## src/hdl/pssm_pkg.sv

```systemverilog
// Shared types, codes and constants of the power scene state machine.
`timescale 1ns / 1ps
`default_nettype none

package pssm_pkg;

	localparam logic [3:0] MODE_COUNT = 4'd4;
	localparam logic [2:0] MODE_RESET = 3'd1;
	localparam logic [15:0] SLACK_RESET = 16'd3000;
	localparam logic [19:0] ELAPSED_MAX = 20'hFFFFF;
	localparam logic [15:0] COOLDOWN_MAX = 16'hFFFF;

	typedef enum logic [2:0] {
		SC_IDLE    = 3'd0,
		SC_TOUCH   = 3'd1,
		SC_TRIGGER = 3'd2,
		SC_GESTURE = 3'd3,
		SC_JUNK    = 3'd4,
		SC_SWITCH  = 3'd5,
		SC_BOOST   = 3'd6
	} scene_t;

	typedef enum logic [1:0] {
		REQ_TICK  = 2'd0,
		REQ_EVENT = 2'd1,
		REQ_MODE  = 2'd2,
		REQ_QUERY = 2'd3
	} req_t;

	localparam logic [3:0] EV_TOUCH_DOWN    = 4'd0;
	localparam logic [3:0] EV_TOUCH_UP      = 4'd1;
	localparam logic [3:0] EV_SWIPE         = 4'd2;
	localparam logic [3:0] EV_GESTURE       = 4'd3;
	localparam logic [3:0] EV_JUNK          = 4'd4;
	localparam logic [3:0] EV_WINDOW_SWITCH = 4'd5;
	localparam logic [3:0] EV_TIMEOUT       = 4'd6;
	localparam logic [3:0] EV_HEAVY_START   = 4'd7;
	localparam logic [3:0] EV_HEAVY_END     = 4'd8;

	localparam logic [2:0] CFG_HINT_TOUCH   = 3'd0;
	localparam logic [2:0] CFG_HINT_TRIGGER = 3'd1;
	localparam logic [2:0] CFG_HINT_JUNK    = 3'd2;
	localparam logic [2:0] CFG_HINT_GESTURE = 3'd3;
	localparam logic [2:0] CFG_HINT_SWITCH  = 3'd4;
	localparam logic [2:0] CFG_BURST_SLACK  = 3'd5;
	localparam logic [2:0] CFG_HEAVY_THRESH = 3'd6;

	typedef struct packed {
		logic [19:0] hint_touch_ms;
		logic [19:0] hint_trigger_ms;
		logic [19:0] hint_junk_ms;
		logic [19:0] hint_gesture_ms;
		logic [19:0] hint_switch_ms;
		logic [15:0] burst_slack_ms;
		logic [15:0] load_threshold;
	} cfg_t;

	typedef struct packed {
		scene_t      scene;
		logic [2:0]  mode;
		logic [19:0] elapsed;
		logic        heavy;
		logic        boost_exited;
		logic [15:0] cooldown;
	} state_t;

	typedef struct packed {
		req_t        req_type;
		logic [3:0]  event_code;
		logic [2:0]  new_mode;
		logic [15:0] load_level;
	} item_t;

	typedef struct packed {
		logic       boost_needed;
		logic       heavy_active;
		logic       scene_changed;
		logic [2:0] power_mode;
		logic [2:0] scene;
	} result_t;

endpackage

`default_nettype wire

```

## src/hdl/pssm_step.sv

```systemverilog
// Next-state and result logic for one request word.
`timescale 1ns / 1ps
`default_nettype none

module pssm_step (
	input  wire pssm_pkg::state_t  state,
	input  wire pssm_pkg::cfg_t    cfg,
	input  wire pssm_pkg::item_t   item,
	output pssm_pkg::state_t       state_next,
	output pssm_pkg::result_t      result
);
	import pssm_pkg::*;

	logic [19:0] elapsed_inc;
	logic [15:0] cooldown_inc;
	logic [19:0] hint;
	scene_t      hint_next;
	scene_t      ev_next;
	scene_t      target;
	logic        boost_needed;

	assign elapsed_inc  = (state.elapsed == ELAPSED_MAX) ? state.elapsed : state.elapsed + 20'd1;
	assign cooldown_inc = (state.cooldown == COOLDOWN_MAX) ? state.cooldown
	                                                       : state.cooldown + 16'd1;

	always_comb begin
		hint      = '0;
		hint_next = SC_TOUCH;
		case (state.scene)
			SC_TOUCH: begin
				hint      = cfg.hint_touch_ms;
				hint_next = SC_IDLE;
			end
			SC_TRIGGER: hint = cfg.hint_trigger_ms;
			SC_JUNK:    hint = cfg.hint_junk_ms;
			SC_GESTURE: hint = cfg.hint_gesture_ms;
			SC_SWITCH:  hint = cfg.hint_switch_ms;
			default:    hint = '0;
		endcase
	end

	// transition table, heavy start handled separately
	always_comb begin
		ev_next = state.scene;
		case (state.scene)
			SC_IDLE: begin
				if (item.event_code == EV_TOUCH_DOWN)
					ev_next = SC_TOUCH;
				else if (item.event_code == EV_WINDOW_SWITCH)
					ev_next = SC_SWITCH;
			end
			SC_TOUCH: begin
				if (item.event_code == EV_TOUCH_UP)
					ev_next = SC_TRIGGER;
				else if (item.event_code == EV_SWIPE || item.event_code == EV_GESTURE)
					ev_next = SC_GESTURE;
				else if (item.event_code == EV_JUNK)
					ev_next = SC_JUNK;
				else if (item.event_code == EV_WINDOW_SWITCH)
					ev_next = SC_SWITCH;
				else if (item.event_code == EV_TIMEOUT)
					ev_next = SC_IDLE;
			end
			SC_TRIGGER, SC_JUNK: begin
				if (item.event_code == EV_TIMEOUT || item.event_code == EV_TOUCH_UP)
					ev_next = SC_TOUCH;
				else if (item.event_code == EV_WINDOW_SWITCH)
					ev_next = SC_SWITCH;
			end
			SC_GESTURE: begin
				if (item.event_code == EV_TIMEOUT)
					ev_next = SC_TOUCH;
				else if (item.event_code == EV_WINDOW_SWITCH)
					ev_next = SC_SWITCH;
			end
			SC_SWITCH: begin
				if (item.event_code == EV_TIMEOUT)
					ev_next = SC_TOUCH;
			end
			SC_BOOST: begin
				if (item.event_code == EV_HEAVY_END)
					ev_next = SC_TOUCH;
				else if (item.event_code == EV_TIMEOUT)
					ev_next = SC_IDLE;
			end
			default: ev_next = state.scene;
		endcase
	end

	always_comb begin
		state_next   = state;
		target       = state.scene;
		boost_needed = 1'b0;
		case (item.req_type)
			REQ_TICK: begin
				state_next.elapsed  = elapsed_inc;
				state_next.cooldown = cooldown_inc;
				if (hint != '0 && elapsed_inc >= hint)
					target = hint_next;
			end
			REQ_EVENT: begin
				if (item.event_code == EV_HEAVY_START) begin
					state_next.heavy = 1'b1;
					target           = SC_BOOST;
				end else begin
					target = ev_next;
					if (state.scene == SC_BOOST && item.event_code == EV_HEAVY_END) begin
						state_next.heavy        = 1'b0;
						state_next.boost_exited = 1'b1;
						state_next.cooldown     = '0;
					end
				end
			end
			REQ_MODE: begin
				if ({1'b0, item.new_mode} < MODE_COUNT && item.new_mode != state.mode) begin
					state_next.mode         = item.new_mode;
					state_next.elapsed      = '0;
					state_next.heavy        = 1'b0;
					state_next.boost_exited = 1'b0;
					state_next.cooldown     = '0;
					target                  = SC_IDLE;
				end
			end
			REQ_QUERY: begin
				if (state.heavy)
					boost_needed = 1'b1;
				else if (state.boost_exited && state.cooldown < cfg.burst_slack_ms)
					boost_needed = 1'b0;
				else
					boost_needed = item.load_level > cfg.load_threshold;
			end
			default: boost_needed = 1'b0;
		endcase
		if (target != state.scene) begin
			state_next.scene   = target;
			state_next.elapsed = '0;
		end
	end

	assign result.scene         = state_next.scene;
	assign result.power_mode    = state_next.mode;
	assign result.scene_changed = (state_next.scene != state.scene);
	assign result.heavy_active  = state_next.heavy;
	assign result.boost_needed  = boost_needed;

endmodule

`default_nettype wire

```

## src/hdl/power_scene_state_machine.sv

```systemverilog
// Top level of the power scene state machine: input register, state, result register.
// Path: a word accepted into the input register passes through the step logic into the result
// register, and raises m_tvalid, once the result register is free.
// Throughput: one request word per cycle; the input register frees whenever the
// result register is empty or being read.
// Reset: arst_n clears the scene to idle, mode to MODE_RESET, counters and flags to zero,
// all hint timeouts and the threshold to zero and the boost slack to 3000 ms.
`timescale 1ns / 1ps
`default_nettype none

module power_scene_state_machine (
	input  wire        clk,
	input  wire        arst_n,
	input  wire        s_tvalid,
	output logic       s_tready,
	input  wire [23:0] s_tdata,   // event_code[3:0], new_mode[6:4], load_level[22:7], zero pad
	input  wire [1:0]  s_tuser,   // req_type[1:0]
	output logic       m_tvalid,
	input  wire        m_tready,
	output logic [15:0] m_tdata,  // scene[2:0], power_mode[5:3], scene_changed[6],
	                              // heavy_active[7], boost_needed[8], zero pad
	input  wire        cfg_valid,
	output logic       cfg_ready,
	input  wire [2:0]  cfg_index,
	input  wire [19:0] cfg_data
);
	import pssm_pkg::*;

	cfg_t    cfg_q;
	state_t  state_q;
	state_t  state_next;
	item_t   item_s1;
	logic    valid_s1;
	result_t result;
	result_t result_q;
	logic    advance;

	assign cfg_ready = 1'b1;
	assign advance   = valid_s1 && (!m_tvalid || m_tready);
	assign s_tready  = !valid_s1 || advance;

	always_ff @(posedge clk or negedge arst_n) begin
		if (!arst_n) begin
			cfg_q <= '{hint_touch_ms: '0, hint_trigger_ms: '0, hint_junk_ms: '0,
			           hint_gesture_ms: '0, hint_switch_ms: '0,
			           burst_slack_ms: SLACK_RESET, load_threshold: '0};
		end else if (cfg_valid && cfg_ready) begin
			case (cfg_index)
				CFG_HINT_TOUCH:   cfg_q.hint_touch_ms   <= cfg_data;
				CFG_HINT_TRIGGER: cfg_q.hint_trigger_ms <= cfg_data;
				CFG_HINT_JUNK:    cfg_q.hint_junk_ms    <= cfg_data;
				CFG_HINT_GESTURE: cfg_q.hint_gesture_ms <= cfg_data;
				CFG_HINT_SWITCH:  cfg_q.hint_switch_ms  <= cfg_data;
				CFG_BURST_SLACK:  cfg_q.burst_slack_ms  <= cfg_data[15:0];
				CFG_HEAVY_THRESH: cfg_q.load_threshold  <= cfg_data[15:0];
				default: ;
			endcase
		end
	end

	// input register
	always_ff @(posedge clk or negedge arst_n) begin
		if (!arst_n) begin
			valid_s1 <= 1'b0;
		end else if (s_tready) begin
			valid_s1 <= s_tvalid;
		end
	end

	always_ff @(posedge clk) begin
		if (s_tvalid && s_tready) begin
			item_s1.req_type   <= req_t'(s_tuser);
			item_s1.event_code <= s_tdata[3:0];
			item_s1.new_mode   <= s_tdata[6:4];
			item_s1.load_level <= s_tdata[22:7];
		end
	end

	pssm_step u_step (
		.state      (state_q),
		.cfg        (cfg_q),
		.item       (item_s1),
		.state_next (state_next),
		.result     (result)
	);

	always_ff @(posedge clk or negedge arst_n) begin
		if (!arst_n) begin
			state_q <= '{scene: SC_IDLE, mode: MODE_RESET, elapsed: '0, heavy: 1'b0,
			             boost_exited: 1'b0, cooldown: '0};
			m_tvalid <= 1'b0;
		end else begin
			if (advance)
				state_q <= state_next;
			if (advance)
				m_tvalid <= 1'b1;
			else if (m_tready)
				m_tvalid <= 1'b0;
		end
	end

	always_ff @(posedge clk) begin
		if (advance)
			result_q <= result;
	end

	assign m_tdata = {7'd0, result_q};

	a_no_stall_without_cause: assert property (@(posedge clk) disable iff (!arst_n)
		!s_tready |-> valid_s1 && m_tvalid && !m_tready)
		else $error("input stalled without a held result");

	a_scene_change_clears_elapsed: assert property (@(posedge clk) disable iff (!arst_n)
		advance && state_next.scene != state_q.scene |=> state_q.elapsed == '0)
		else $error("scene change did not clear elapsed time");

	a_query_keeps_state: assert property (@(posedge clk) disable iff (!arst_n)
		advance && item_s1.req_type == REQ_QUERY |=> $stable(state_q))
		else $error("boost query altered state");

	a_boost_only_on_query: assert property (@(posedge clk) disable iff (!arst_n)
		advance && item_s1.req_type != REQ_QUERY |=> !result_q.boost_needed)
		else $error("boost answer on a non-query word");

	a_mode_in_range: assert property (@(posedge clk) disable iff (!arst_n)
		advance |=> {1'b0, state_q.mode} < MODE_COUNT || state_q.mode == MODE_RESET)
		else $error("power mode out of range");

endmodule

`default_nettype wire
```

## config.mk

```make
export PLATFORM = sky130hd
export DESIGN_NAME = power_scene_state_machine
export DESIGN_NICKNAME = d
export VERILOG_FILES = /design/src/hdl/pssm_pkg.sv /design/src/hdl/pssm_step.sv /design/src/hdl/power_scene_state_machine.sv
export SDC_FILE = /design/constraint.sdc
export NUM_CORES = 1
export LEC_CHECK = 0
export ABC_CLOCK_PERIOD_IN_PS = 8740
export BUFFER_PORTS_ARGS = -buffer_cell sky130_fd_sc_hd__buf_2
export CORE_MARGIN = 1
export CORE_UTILIZATION = 60
export CTS_BUF_LIST = sky130_fd_sc_hd__clkbuf_2
export CTS_CLUSTER_SIZE = 25
export DETAILED_ROUTE_END_ITERATION = 10
export PLACE_DENSITY = 0.79
export SYNTH_ARGS = -nofsm -noshare
export SYNTH_HDL_FRONTEND = slang
export SYNTH_SLANG_ARGS = --single-unit
```

## constraint.sdc

```tcl
create_clock -name clk -period 8.74 [get_ports clk]
set_input_delay 0.437 -clock clk [delete_from_list [all_inputs] [get_ports clk]]
set_output_delay 0.437 -clock clk [all_outputs]
set_load 0.03 [all_outputs]
```

* After elaboration in Yosys (flattened, before gate mapping)
Cells that the tools add are included.
** Storage, ports and cells
- Register bits after elaboration :: 212
- Input port bits :: 54
- Output and inout bits :: 19
- Word-level logic and storage cells :: 129
** Cells by class
- Add/sub/neg operators :: 2
- Order comparisons :: 4
- Equal/unequal tests :: 33
- Muxes and demuxes :: 34
- Reduce and logical (&&, ||, !) cells :: 32
** Operator list (number)
- $pmux W20 S5 :: 1
- $mux W3 :: 16
- $pmux W16 S3 :: 1
- $mux W41 :: 1
- $mux W20 :: 2
- $pmux W20 S2 :: 1
- $add A20 B1 Y20 const B :: 1
- $eq A20 B20 Y1 const B :: 1
- $ge A20 B20 Y1 :: 1
- $reduce_bool A20 Y1 :: 1
- $eq A3 B3 Y1 const B :: 6
- $mux W18 :: 1
- $pmux W3 S6 :: 1
- $mux W17 :: 1
- $add A16 B1 Y16 const B :: 1
- $eq A16 B16 Y1 const B :: 1
- $eq A4 B3 Y1 const B :: 4
- $gt A16 B16 Y1 :: 1
- $lt A16 B16 Y1 :: 1
- $mux W16 :: 1
- $reduce_and A2 Y1 :: 7
- $eq A3 B2 Y1 const B :: 4
- $ne A3 B3 Y1 :: 3
- $pmux W3 S3 :: 1
- 24 further kinds :: 46

* Longest topological paths before layout
Gate-level depths: netlist of the first run.
- Word-level depth :: 12
- Gate-level depth with buffers :: 21
- Mapped depth without buffers :: 19

* Modules after synthesis
From an unflattened synthesis of the first run, not the netlist that was laid out.
** Second synthesis, totals
- Cell total of the unflattened synthesis :: 1095
- Area, all modules :: 12254.3 um^2
** Modules (own cells, without submodules)
- power_scene_state_machine :: instances 1, cells an instance 430, area an instance 7753.7 um^2, sequential area each 5485.3 um^2
- pssm_step :: instances 1, cells an instance 665, area an instance 4500.6 um^2, sequential area each 0.0 um^2

* Worst setup path after synthesis of the first run
Ideal clock, no wire load.
- Path kind :: register to register
- Start :: register state_q[24] (netlist bit)
- End :: register state_q[26] (netlist bit)
- Setup time :: 66 ps
- Arrival time :: 4235 ps
- Required time :: 8674 ps
- Slack :: 4439 ps
- Cell stages (with the launch flop) :: 21
- Buffers on the path :: 3
- Period minus slack after synthesis :: 4301 ps
- Path through :: dfrtp_1 clkbuf_1 nand4_1 nor4_1 nor2b_1 nand2b_1 nand2b_1 clkbuf_1 nor2_1 and3_1 xor2_1 ha_1 a21o_1 a21o_1 a21oi_1 o221ai_1 a221oi_1 o21ai_1 a21oi_2 buf_4 a22o_1
** On the way
- Word-level cells in the longest chain between the ends :: 9
- Elaborated cells on any way between the ends :: 13
- Those cells by class :: 1 x add/sub; 1 x order compare; 3 x eq/ne; 5 x mux; 3 x reduce/logical
** Ends and longest elaborated chain
- start, declared :: RTL line power_scene_state_machine.sv:30 : state_t state_q;
- start signal, assigned :: RTL line power_scene_state_machine.sv:89 : state_q <= '{scene: SC_IDLE, mode: MODE_RESET, elapsed: '0, heavy: 1'b0,
- start signal, assigned :: RTL line power_scene_state_machine.sv:94 : state_q <= state_next;
- $add A20 B1 Y20 or $eq A20 B20 Y1 (tied branches) :: RTL line pssm_step.sv:22 : assign elapsed_inc = (state.elapsed == ELAPSED_MAX) ? state.elapsed : state.elapsed + 20'd1;
- $mux W20 * :: RTL line pssm_step.sv:22
- $ge A20 B20 Y1 :: RTL line pssm_step.sv:98 : if (hint != '0 && elapsed_inc >= hint)
- $logic_and A1 B1 Y1 :: RTL line pssm_step.sv:98
- $mux W3 :: RTL line pssm_step.sv:98
- $pmux W3 S3 :: RTL line pssm_step.sv:94 : case (item.req_type)
- $ne A3 B3 Y1 :: RTL line pssm_step.sv:134 : if (target != state.scene) begin
- $ne A3 B1 Y1 (no source line) or $reduce_bool A3 Y1 (tied branches)
- $reduce_and A3 Y1 (no source line)
Every way passes the cells marked *; elsewhere a longest branch is shown, timed or not.
A chain may end at the register's enable or synchronous reset.

* Worst setup path after layout of the first run
- Start :: register state_q[24] (netlist bit)
- End :: register state_q[18] (netlist bit)
Same word-level chain as after synthesis.

==> flow_summary.json, run 1 <==
{
  "setup_viol_count_final": 0,
  "dp_hpwl_mm": 16.85,
  "port_buffers": 63,
  "sequentialPowerShare_pct": 47.4,
  "slew_headroom_pct": 33.47,
  "p_int_w": 0.001809,
  "drtPass1Iterations": 5,
  "path_max_fanout": 19,
  "synth_flop_cell": "dfrtp_1",
  "rsz0062_at_grt": "no",
  "endpoint_kind": "flop",
  "ys_ff_latch": 212,
  "worst_pin_slew_ns": 0.9980,
  "initialDrtViolationCount": 673,
  "hold_viol": 0,
  "netlist.area_leader.share_pct": 36.92,
  "drtAntennaViolNets": 0,
  "track_usage_pct": 27.78,
  "cts_tree": "built",
  "die_w_microns": 140.6,
  "synthTopCellsByArea": "dfrtp_1, mux2_2, edfxtp_1",
  "timing.final.max_slew_violations": 0,
  "syn_area_per_cell_sq_um": 11.21,
  "grt_start_max_net_pins": 106,
  "vias_per_cell": 6.051,
  "setup_tns_ns": 0,
  "cts-resized-gates": 0,
  "ios": 73,
  "vdd_ir_drop_max_mv": 0.1387,
  "ys_warn_count": 0,
  "wl_per_cell_microns": 18.39,
  "r2r_slack_ns": 3.09,
  "combPwrFrac_pct": 26.8,
  "async_reset_ff_share_pct": 83.96,
  "power.density_nw_per_um2": 210.6,
  "die_y_microns": 140.6,
  "p_leak_nw": 5.858,
  "drc": 0,
  "drive_gt1_share_pct": 27.74,
  "numClockSinks": 212,
  "antenna_found_initial": 1,
  "placed_area_sq_um": 12000,
  "worstPathRequired_ns": 9.46,
  "p_sw_share_pct": 34.03,
  "cts_hold_buf": 49,
  "grt-ovfl-total": 0,
  "die_area_sq_um": 19760,
  "synthToLayoutAreaGrowth_pct": 13.02,
  "cts_inserted_buffers": 54,
  "syn_area_sq_um": 11520,
  "start_util_pct": 61.39,
  "root_buffer": "clkbuf_2",
  "nets": 1271,
  "status": "complete, no violations",
  "pre_cts_slack_ns": 3.164,
  "core_sq_um": 18770,
  "power.switching_w": 0.0009333,
  "ys_seq_area_share_pct": 47.61,
  "clkPwrFrac_pct": 25.9,
  "stdcell_area_sq_um": 13020,
  "netlist.top_cell.by_area": "dfrtp_1",
  "critPathKind": "reg2reg",
  "fin_crit_ns": 5.649,
  "routed_wl_mm": 26.46,
  "maxCapViolations": 0,
  "cts_buffer_depth": 3,
  "vias": 8707,
  "max_freq_mhz": 177.0,
  "grt_pass1_wl_mm": 43.20,
  "synth_cell_types": 75,
  "post_cts_buffers": 0,
  "synth_edf_count": 34,
  "critical_path_arrival_ns": 6.37,
  "globalplace.congestion": 0.8217,
  "path_clk_slew_ns": 0.11,
  "insertion_delay_ns": 0.86,
  "skew_ns": 0.08456,
  "hp-class": "in2async",
  "holdWs_ns": 0.3100,
  "start_kind": "flop",
  "grt_pass1_vias": 8350,
  "min_period_over_period_pct": 64.63,
  "num_rows": 50,
  "setup_ws_ns": 3.091,
  "netlist_instances": 1028,
  "cts.htree.levels": 2
}
[critical path: stages (launching register included)]
cell and delay, ns:
dfrtp_1 0.50, nand4_1 0.22, nor4_1 0.36, nor2b_1 0.29, nand2b_1 0.28, nand2b_1 0.35, nor2_1 0.11, and3_1 0.22
xor2_1 0.20, ha_1 0.29, a21o_1 0.18, a21o_1 0.16, a21oi_1 0.13, o221ai_1 0.13, a221oi_1 0.74, o21ai_1 0.26
a21oi_2 0.79, nor2_1 0.16, a21oi_1 0.18
[synth_stat cells, drive strengths merged (8+ instances only)]
cell,number
a21o,21
a21oi,50
a221o,9
a22o,24
a22oi,14
and2,10
buf,29
clkbuf,28
dfrtp,170
dfstp,8
edfxtp,34
ha,59
inv,46
mux2,140
mux2i,8
nand2,64
nand2b,17
nand3,24
nand3b,21
nand4,14
nor2,39
nor2b,12
nor3,27
o21a,8
o21ai,36
xnor2,12
xor2,9
[cells in the final DEF (no fill, tap or decap), types with 17 or more instances in the layout]
master	n
nand2_1	64
o21ai_0	34
a21oi_1	48
a21o_1	21
buf_2	62
nor3_1	24
edfxtp_1	34
nor2_1	38
a22o_1	24
dfrtp_1	170
dlygate4sd3_1	49
nand2b_1	17
nand3_1	24
clkbuf_2	87
mux2_2	138
ha_1	59
inv_1	46
nand3b_1	21
[cell families after synthesis]
family / Yosys count / synth area share (%)
AOI/OAI and AO/OA: 210 / 13.06
xor gates and xnor gates: 21 / 1.596
muxes: 148 / 14.38
other: 2 / 0.06519
and+or+nand+nor: 272 / 12.90
DFF: 212 / 47.61
adders and majority gates: 59 / 6.407
buffers and inverters: 104 / 3.975
[cell type report]
cell class	count	area (sq um)
diodes	1	2.502
clock buffers	87	435.4
clock inverters	15	93.84
fillers	1386	5747
inverters	47	176.4
multi-input cells	718	5625
flip-flops and latches	212	5485
well taps	234	292.8
repair buffers	125	909.6
[state kept, by name, indices dropped and copies added, names as in the netlist]
| name | cells |
|---|---|
| cfg_q | 132 |
| state_q | 44 |
| m_tvalid | 1 |
| item_s1 | 25 |
| m_tdata | 9 |
| valid_s1 | 1 |
[layer usage]
metal  GRT usage, %  wire length (microns)
met1          39.62                  12220
met2          43.34                  12160
met3          4.314                   1461
met4          10.07                    623
met5              0                      0
[stage by stage]
stage          instances  utilization [%]  total power, W
2_1_floorplan       1034                -        0.001812
3_3_place_gp        1287            63.93        0.001990
3_5_place_dp        1287            63.93        0.002020
4_1_cts             1438            69.37        0.002752
5_1_grt             1439            69.38        0.002912
6_report            1439            69.38        0.002743
[path summary, 6_finish.rpt]
kind,endpoint,cells after the start,from
worst max-delay path,state_q[18]$_DFFE_PN0P_,18,state_q[24]$_DFFE_PN0P_
max in group asynchronous,cfg_q[49]$_DFFE_PN0P_,3,arst_n
min in group clk,cfg_q[42]$_DFFE_PN0P_,4,cfg_index[0]
worst min register to register,state_q[38]$_DFFE_PN1P_,2,state_q[38]$_DFFE_PN1P_
worst max register to register,state_q[18]$_DFFE_PN0P_,18,state_q[24]$_DFFE_PN0P_
worst min-delay path,cfg_q[48]$_DFFE_PN0P_,2,arst_n
[power groups by stage]
stage | sequential [W] | combinational [W] | clock, W
finish | 0.00130 | 0.000735 | 0.000709
global placement | 0.00131 | 0.000683 | 0
floorplan | 0.00129 | 0.000525 | 0
global route | 0.00132 | 0.000809 | 0.000781
CTS | 0.00130 | 0.000727 | 0.000730
detailed placement | 0.00131 | 0.000705 | 0
Note: power is estimated with default switching activity, not from simulation.
==> run 2: changes to the inputs <==
ABC_CLOCK_PERIOD_IN_PS = 5900   (was 8740)
clock period = 5.9 ns   (was 8.74 ns; I/O delays follow)
==> run 2 against run 1 <==
Net effect: hold slack got worse by 0.14 ns; clock power rose by 41%; power rose by 47%; combinational power rose by 50%; critical endpoint is now state_q[22]$_DFFE_PN0P_; largest cell class unchanged; highest routed layer unchanged.
==> flow_summary.json, run 2 (synthesis results as in run 1) <==
{
  "initialDrtViolationCount": 662,
  "critPathKind": "reg2reg",
  "hp-class": "in2reg",
  "stdcell_area_sq_um": 13030,
  "final_cell_mix": "dfrtp_1, mux2_2, clkbuf_2",
  "post_cts_buffers": 0,
  "fin_crit_ns": 5.151,
  "cpMostUsedCell": "a21o_1",
  "drtAntennaViolNets": 0,
  "vdd_ir_drop_max_mv": 0.1860,
  "min_period_over_period_pct": 87.31,
  "pre_cts_slack_ns": 0.8906,
  "status": "complete, no violations",
  "start_util_pct": 61.39,
  "p_int_w": 0.002649,
  "utilization_pct": 69.40,
  "p_sw_share_pct": 34.14,
  "vias": 8811,
  "grt_pass1_vias": 8890,
  "grt-ovfl-total": 0,
  "routed_wl_mm": 27.25,
  "largest_reg_flops": 132,
  "insertion_delay_ns": 0.85,
  "cp_num_buf_inv": 2,
  "setup_tns_ns": 0,
  "clkPwrFrac_pct": 24.9,
  "ios": 73,
  "start_kind": "flop",
  "drtPass1Iterations": 5,
  "fill_cells": 1395,
  "grt_pass1_wl_mm": 45.02,
  "critPathSlowestCell": "dfrtp_1",
  "critical_path_arrival_ns": 5.89,
  "die_y_microns": 140.6,
  "multi_input_comb_area_sq_um": 5625,
  "die_w_microns": 140.6,
  "setup_ws_ns": 0.7488,
  "synthToLayoutAreaGrowth_pct": 13.05,
  "p_leak_nw": 5.851,
  "worstPathRequired_ns": 6.64,
  "cp_top_family": "simple AND/OR/NAND/NOR gates",
  "hold_viol": 0,
  "die_area_sq_um": 19760,
  "skew_ns": 0.07306,
  "slew_headroom_pct": 34.56,
  "numClockSinks": 212,
  "regArea_sq_um": 5485,
  "core_sq_um": 18770,
  "drive_gt1_share_pct": 27.50,
  "root_buffer": "clkbuf_2",
  "power.density_nw_per_um2": 308.8,
  "combPwrFrac_pct": 27.3,
  "port_buffers": 63,
  "placed_area_sq_um": 12020,
  "power.switching_w": 0.001373,
  "vias_per_cell": 6.140,
  "nets": 1276,
  "wl_per_cell_microns": 18.99,
  "max_freq_mhz": 194.1,
  "track_usage_pct": 29.07,
  "cts_buffer_depth": 3,
  "slowest_delay_ns": 0.49,
  "cts_inserted_buffers": 54,
  "grt_start_max_net_pins": 78,
  "endpoint_kind": "flop",
  "cts_tree": "built",
  "maxCapViolations": 0,
  "dp_hpwl_mm": 17.85,
  "antenna_found_initial": 1,
  "largest-register": "cfg_q",
  "globalplace.congestion": 0.8970,
  "crit_chain": "nand4_1, nor4_1, nor2b_1, nand2b_1, nand2b_1, nor2_1, and3_1, xor2_1, ha_1, a21o_1, a21o_1, a21oi_1, o221ai_1, a221oi_1, buf_4, o21ai_1, a21oi_2, buf_4, a21o_1, a22o_1",
  "final_common_cell": "dfrtp_1",
  "top_regs": "cfg_q: 132 flops, state_q: 44 flops, item_s1: 25 flops",
  "path_max_fanout": 11,
  "setup_viol_count_final": 0,
  "rsz0062_at_grt": "no",
  "path_clk_slew_ns": 0.11,
  "timing.final.max_slew_violations": 0,
  "cts.htree.levels": 2,
  "drc": 0,
  "worst_pin_slew_ns": 0.9816,
  "num_rows": 50,
  "sequentialPowerShare_pct": 47.8
}
run 2: worst reg2reg max path: stages, from the launching register on:
cell      delay [ns]
dfrtp_1         0.49
nand4_1         0.23
nor4_1          0.35
nor2b_1         0.30
nand2b_1        0.31
nand2b_1        0.35
nor2_1          0.11
and3_1          0.22
xor2_1          0.19
ha_1            0.28
a21o_1          0.18
a21o_1          0.16
a21oi_1         0.13
o221ai_1        0.15
a221oi_1        0.32
buf_4           0.21
o21ai_1         0.13
a21oi_2         0.49
buf_4           0.28
a21o_1          0.10
a22o_1          0.11
run 2: layout make-up:
type	instances	area share, %
flip-flops and latches	212	42.11
clock buffers	79	3.036
inverters	47	1.354
clock inverters	14	0.6532
diodes	1	0.01921
well taps	234	2.248
multi-input cells	718	43.19
repair buffers	130	7.387
run 2: power by group through the flow:
| stage | Clock, W | Sequential (W) | Combinational, W |
|---|---|---|---|
| floorplan | 0 | 0.00191 | 0.000777 |
| global placement | 0 | 0.00193 | 0.00101 |
| detailed placement | 0 | 0.00195 | 0.00105 |
| CTS | 0.00102 | 0.00192 | 0.00109 |
| global route | 0.00110 | 0.00196 | 0.00121 |
| finish | 0.00100 | 0.00192 | 0.00110 |
run 2: timing repair:
item	CTS	global route
hold buffers	51	0
gates resized for setup	0	0
endpoints found under the hold margin	196	0
run 2: path summary, 6_finish.rpt:
| kind | end | from | cells past startpoint | slack, ns |
|---|---|---|---|---|
| min in group asynchronous | state_q[38]$_DFFE_PN1P_ | arst_n | 3 | 0.56 |
| worst max-delay path | state_q[22]$_DFFE_PN0P_ | state_q[24]$_DFFE_PN0P_ | 20 | 0.75 |
| worst max register to register | state_q[22]$_DFFE_PN0P_ | state_q[24]$_DFFE_PN0P_ | 20 | 0.75 |
| worst min-delay path | item_s1[6]$_DFFE_PP_ | s_tdata[13] | 2 | 0.17 |
| max in group asynchronous | cfg_q[84]$_DFFE_PN0P_ | arst_n | 4 | 4.34 |
| worst min register to register | state_q[38]$_DFFE_PN1P_ | state_q[38]$_DFFE_PN1P_ | 2 | 0.48 |
run 2: layer usage:
metal / part of all wire (%) / vias to the layer above / track usage, % / routed length (microns)
met5: 0 / - / 0 / 0
met4: 3.3 / 0 / 12.59 / 887
met3: 5.6 / 70 / 4.925 / 1534
met2: 46 / 309 / 45.84 / 12590
met1: 45 / 4368 / 39.95 / 12240
li1: - / 4064 / - / -
run 2: per-stage QoR:
step / power (W) / cells / hold WS [ns]
final: 0.004022 / 1435 / 0.1724
after global routing: 0.004269 / 1435 / 0.09577
after detailed placement: 0.003001 / 1290 / 0.2258
after floorplan: 0.002684 / 1034 / -0.0005911
after global placement: 0.002945 / 1290 / 0.2281
after CTS: 0.004028 / 1434 / 0.1068
==> run 3: changes to the inputs <==
--- a/config.mk
+++ b/config.mk
@@ -15,2 +15,4 @@
 export PLACE_DENSITY = 0.79
+export RECOVER_POWER = 50
+export SETUP_SLACK_MARGIN = 0.02
 export SYNTH_ARGS = -nofsm -noshare
==> constraint.sdc (replaced) <==
create_clock -name clk -period 5.9 [get_ports clk]
set_input_delay 0 -clock clk [delete_from_list [all_inputs] [get_ports clk]]
set_output_delay 0 -clock clk [all_outputs]
set_load 0.03 [all_outputs]
==> run 3 against run 2 <==
Net effect: the run now ends with capacitance limit, slew limit left; maximum frequency grew 1.9%; final area grew 3.5%; register-to-register slack gained 0.09 ns; die area is the same; first-iteration DRC count grew 13%; cell count grew 3.8%; core utilization grew 2.4 points; critical path type unchanged.
==> flow_summary.json, run 3 (synthesis results as in run 1) <==
{
  "max_freq_mhz": 197.7,
  "stdcell_area_sq_um": 13480,
  "status": "finished, violations left",
  "core_sq_um": 18770,
  "num_rows": 50,
  "globalplace.congestion": 0.8981,
  "drive_gt1_share_pct": 25.92,
  "r2r_slack_ns": 0.84,
  "path_max_fanout": 11,
  "initialDrtViolationCount": 747,
  "start_kind": "flop",
  "antenna_found_initial": 2,
  "numClockSinks": 212,
  "path_clk_slew_ns": 0.10,
  "vdd_ir_drop_max_mv": 0.2020,
  "endpoint_kind": "flop",
  "synthToLayoutAreaGrowth_pct": 16.97,
  "grt_pass1_vias": 8819,
  "clkPwrFrac_pct": 25.0,
  "ios": 73,
  "fin_crit_ns": 5.058,
  "start_util_pct": 61.39,
  "combPwrFrac_pct": 27.6,
  "track_usage_pct": 29.83,
  "hold_viol": 0,
  "violations": "capacitance limit, slew limit",
  "cp-startpoint": "state_q[24]$_DFFE_PN0P_",
  "worstPathRequired_ns": 6.63,
  "cts_inserted_buffers": 54,
  "power.density_nw_per_um2": 302.4,
  "cp-endpoint": "state_q[22]$_DFFE_PN0P_",
  "power.switching_w": 0.001406,
  "die_area_sq_um": 19760,
  "grt-ovfl-total": 0,
  "utilization_pct": 71.81,
  "wl_per_cell_microns": 18.96,
  "post_cts_buffers": 0,
  "drtAntennaViolNets": 0,
  "placed_area_sq_um": 12030,
  "vias_per_cell": 5.968,
  "p_leak_nw": 6.033,
  "drc": 0,
  "final_cell_mix": "dfrtp_1, mux2_2, dlygate4sd3_1",
  "r2r-start": "state_q[24]$_DFFE_PN0P_",
  "worst_pin_slew_ns": 3.866,
  "cts.htree.levels": 2,
  "cts_tree": "built",
  "routed_wl_mm": 28.24,
  "setup_viol_count_final": 0,
  "top_regs": "cfg_q: 132 flops, state_q: 44 flops, item_s1: 25 flops",
  "largest-register": "cfg_q",
  "critical_path_arrival_ns": 5.79,
  "grt_start_max_net_pins": 73,
  "dp_hpwl_mm": 17.61,
  "reg2reg_to": "state_q[22]$_DFFE_PN0P_",
  "port_buffers": 63,
  "p_sw_share_pct": 34.51,
  "setup_tns_ns": 0,
  "critPathKind": "reg2reg",
  "timing.final.max_slew_violations": 180,
  "skew_ns": 0.07343,
  "sequentialPowerShare_pct": 47.3,
  "drtPass1Iterations": 5,
  "final_common_cell": "dfrtp_1",
  "placed_cells": 1291,
  "rsz0062_at_grt": "no",
  "slew_headroom_pct": -157.8,
  "root_buffer": "clkbuf_2",
  "die_w_microns": 140.6,
  "insertion_delay_ns": 0.85,
  "grt_pass1_wl_mm": 45.98,
  "min_period_over_period_pct": 85.72,
  "die_y_microns": 140.6,
  "final_cells": 1489,
  "hp-class": "in2reg",
  "largest_reg_flops": 132,
  "nets": 1322,
  "maxCapViolations": 3,
  "reg2reg_depth": 20,
  "cts_buffer_depth": 3,
  "vias": 8887,
  "p_int_w": 0.002669
}
-- run 3: cell count changes in the layout (fill, tap and decap cells not counted) --
cell / previous run / this run
dlygate4sd3_1: 50 / 95
clkbuf_1: 0 / 7
clkinv_1: 11 / 18
clkinv_2: 1 / 6
clkbuf_2: 79 / 75
buf_2: 62 / 60
buf_4: 16 / 14
buf_12: 1 / 0
buf_6: 1 / 0
-- run 3: repair_timing --
action,4_1_cts,5_1_grt
gates resized for setup,0,0
endpoints found under the setup margin,0,0
hold buffers,96,0
endpoints found under the hold margin,360,0
-- run 3: critical path, stage by stage, from the launching register on --
cell and delay, ns:
dfrtp_1 0.48, nand4_1 0.23, nor4_1 0.35, nor2b_1 0.29, nand2b_1 0.29, nand2b_1 0.34
nor2_1 0.12, and3_1 0.21, xor2_1 0.20, ha_1 0.28, a21o_1 0.18, a21o_1 0.17
a21oi_1 0.13, o221ai_1 0.14, a221oi_1 0.29, buf_4 0.19, o21ai_1 0.12, a21oi_2 0.48
buf_4 0.28, a21o_1 0.10, a22o_1 0.11
-- run 3: how the worst min path moves through the flow --
| stage | to | from | slack, ns | cells past startpoint |
|---|---|---|---|---|
| after global placement | state_q[35]$_DFFE_PN0P_ | arst_n | -0.03 | 1 |
| after global routing | cfg_q[82]$_DFFE_PN0P_ | cfg_data[10] | 0.005 | 3 |
| after CTS | cfg_q[11]$_DFFE_PN0P_ | cfg_data[11] | 0.005 | 3 |
| after floorplan | cfg_q[0]$_DFFE_PN0P_ | arst_n | -0.30 | 0 |
| final | m_tvalid$_DFFE_PN0P_ | m_tready | 0.05 | 4 |
| after detailed placement | state_q[35]$_DFFE_PN0P_ | arst_n | -0.03 | 1 |
-- run 3: layout make-up --
cell class / instances / area, sq um
Antenna cell: 1 / 2.502
Clock inverter: 26 / 136.4
Sequential cell: 212 / 5485
Tap cell: 234 / 292.8
Clock buffer: 75 / 375.4
Inverter: 47 / 176.4
Multi-Input combinational cell: 718 / 5625
Fill cell: 1294 / 5291
Timing Repair Buffer: 176 / 1383
-- run 3: power by group through the flow --
stage	clock (W)	sequential [W]	combinational, W
6_report	0.00102	0.00193	0.00113
5_1_grt	0.00112	0.00196	0.00124
4_1_cts	0.00104	0.00192	0.00111
3_5_place_dp	0	0.00195	0.00105
3_3_place_gp	0	0.00194	0.00102
2_1_floorplan	0	0.00191	0.000777
-- run 3: stage by stage --
step	total power [W]	hold WS, ns	setup slack (ns)
after CTS	0.004076	0.005328	0.8950
after global placement	0.002950	-0.03045	1.056
after floorplan	0.002684	-0.2956	1.599
after global routing	0.004321	0.005183	0.4503
after detailed placement	0.003004	-0.02563	0.9660
final	0.004075	0.05481	0.8424
-- run 3: routing by layer --
layer  vias up  track usage (%)  share of wire (%)
li1       4162                -                  -
met1      4400            41.29                 45
met4         0            9.954                2.5
met2       271            47.50                 47
met5         -                0                  0
met3        54            5.774                5.5
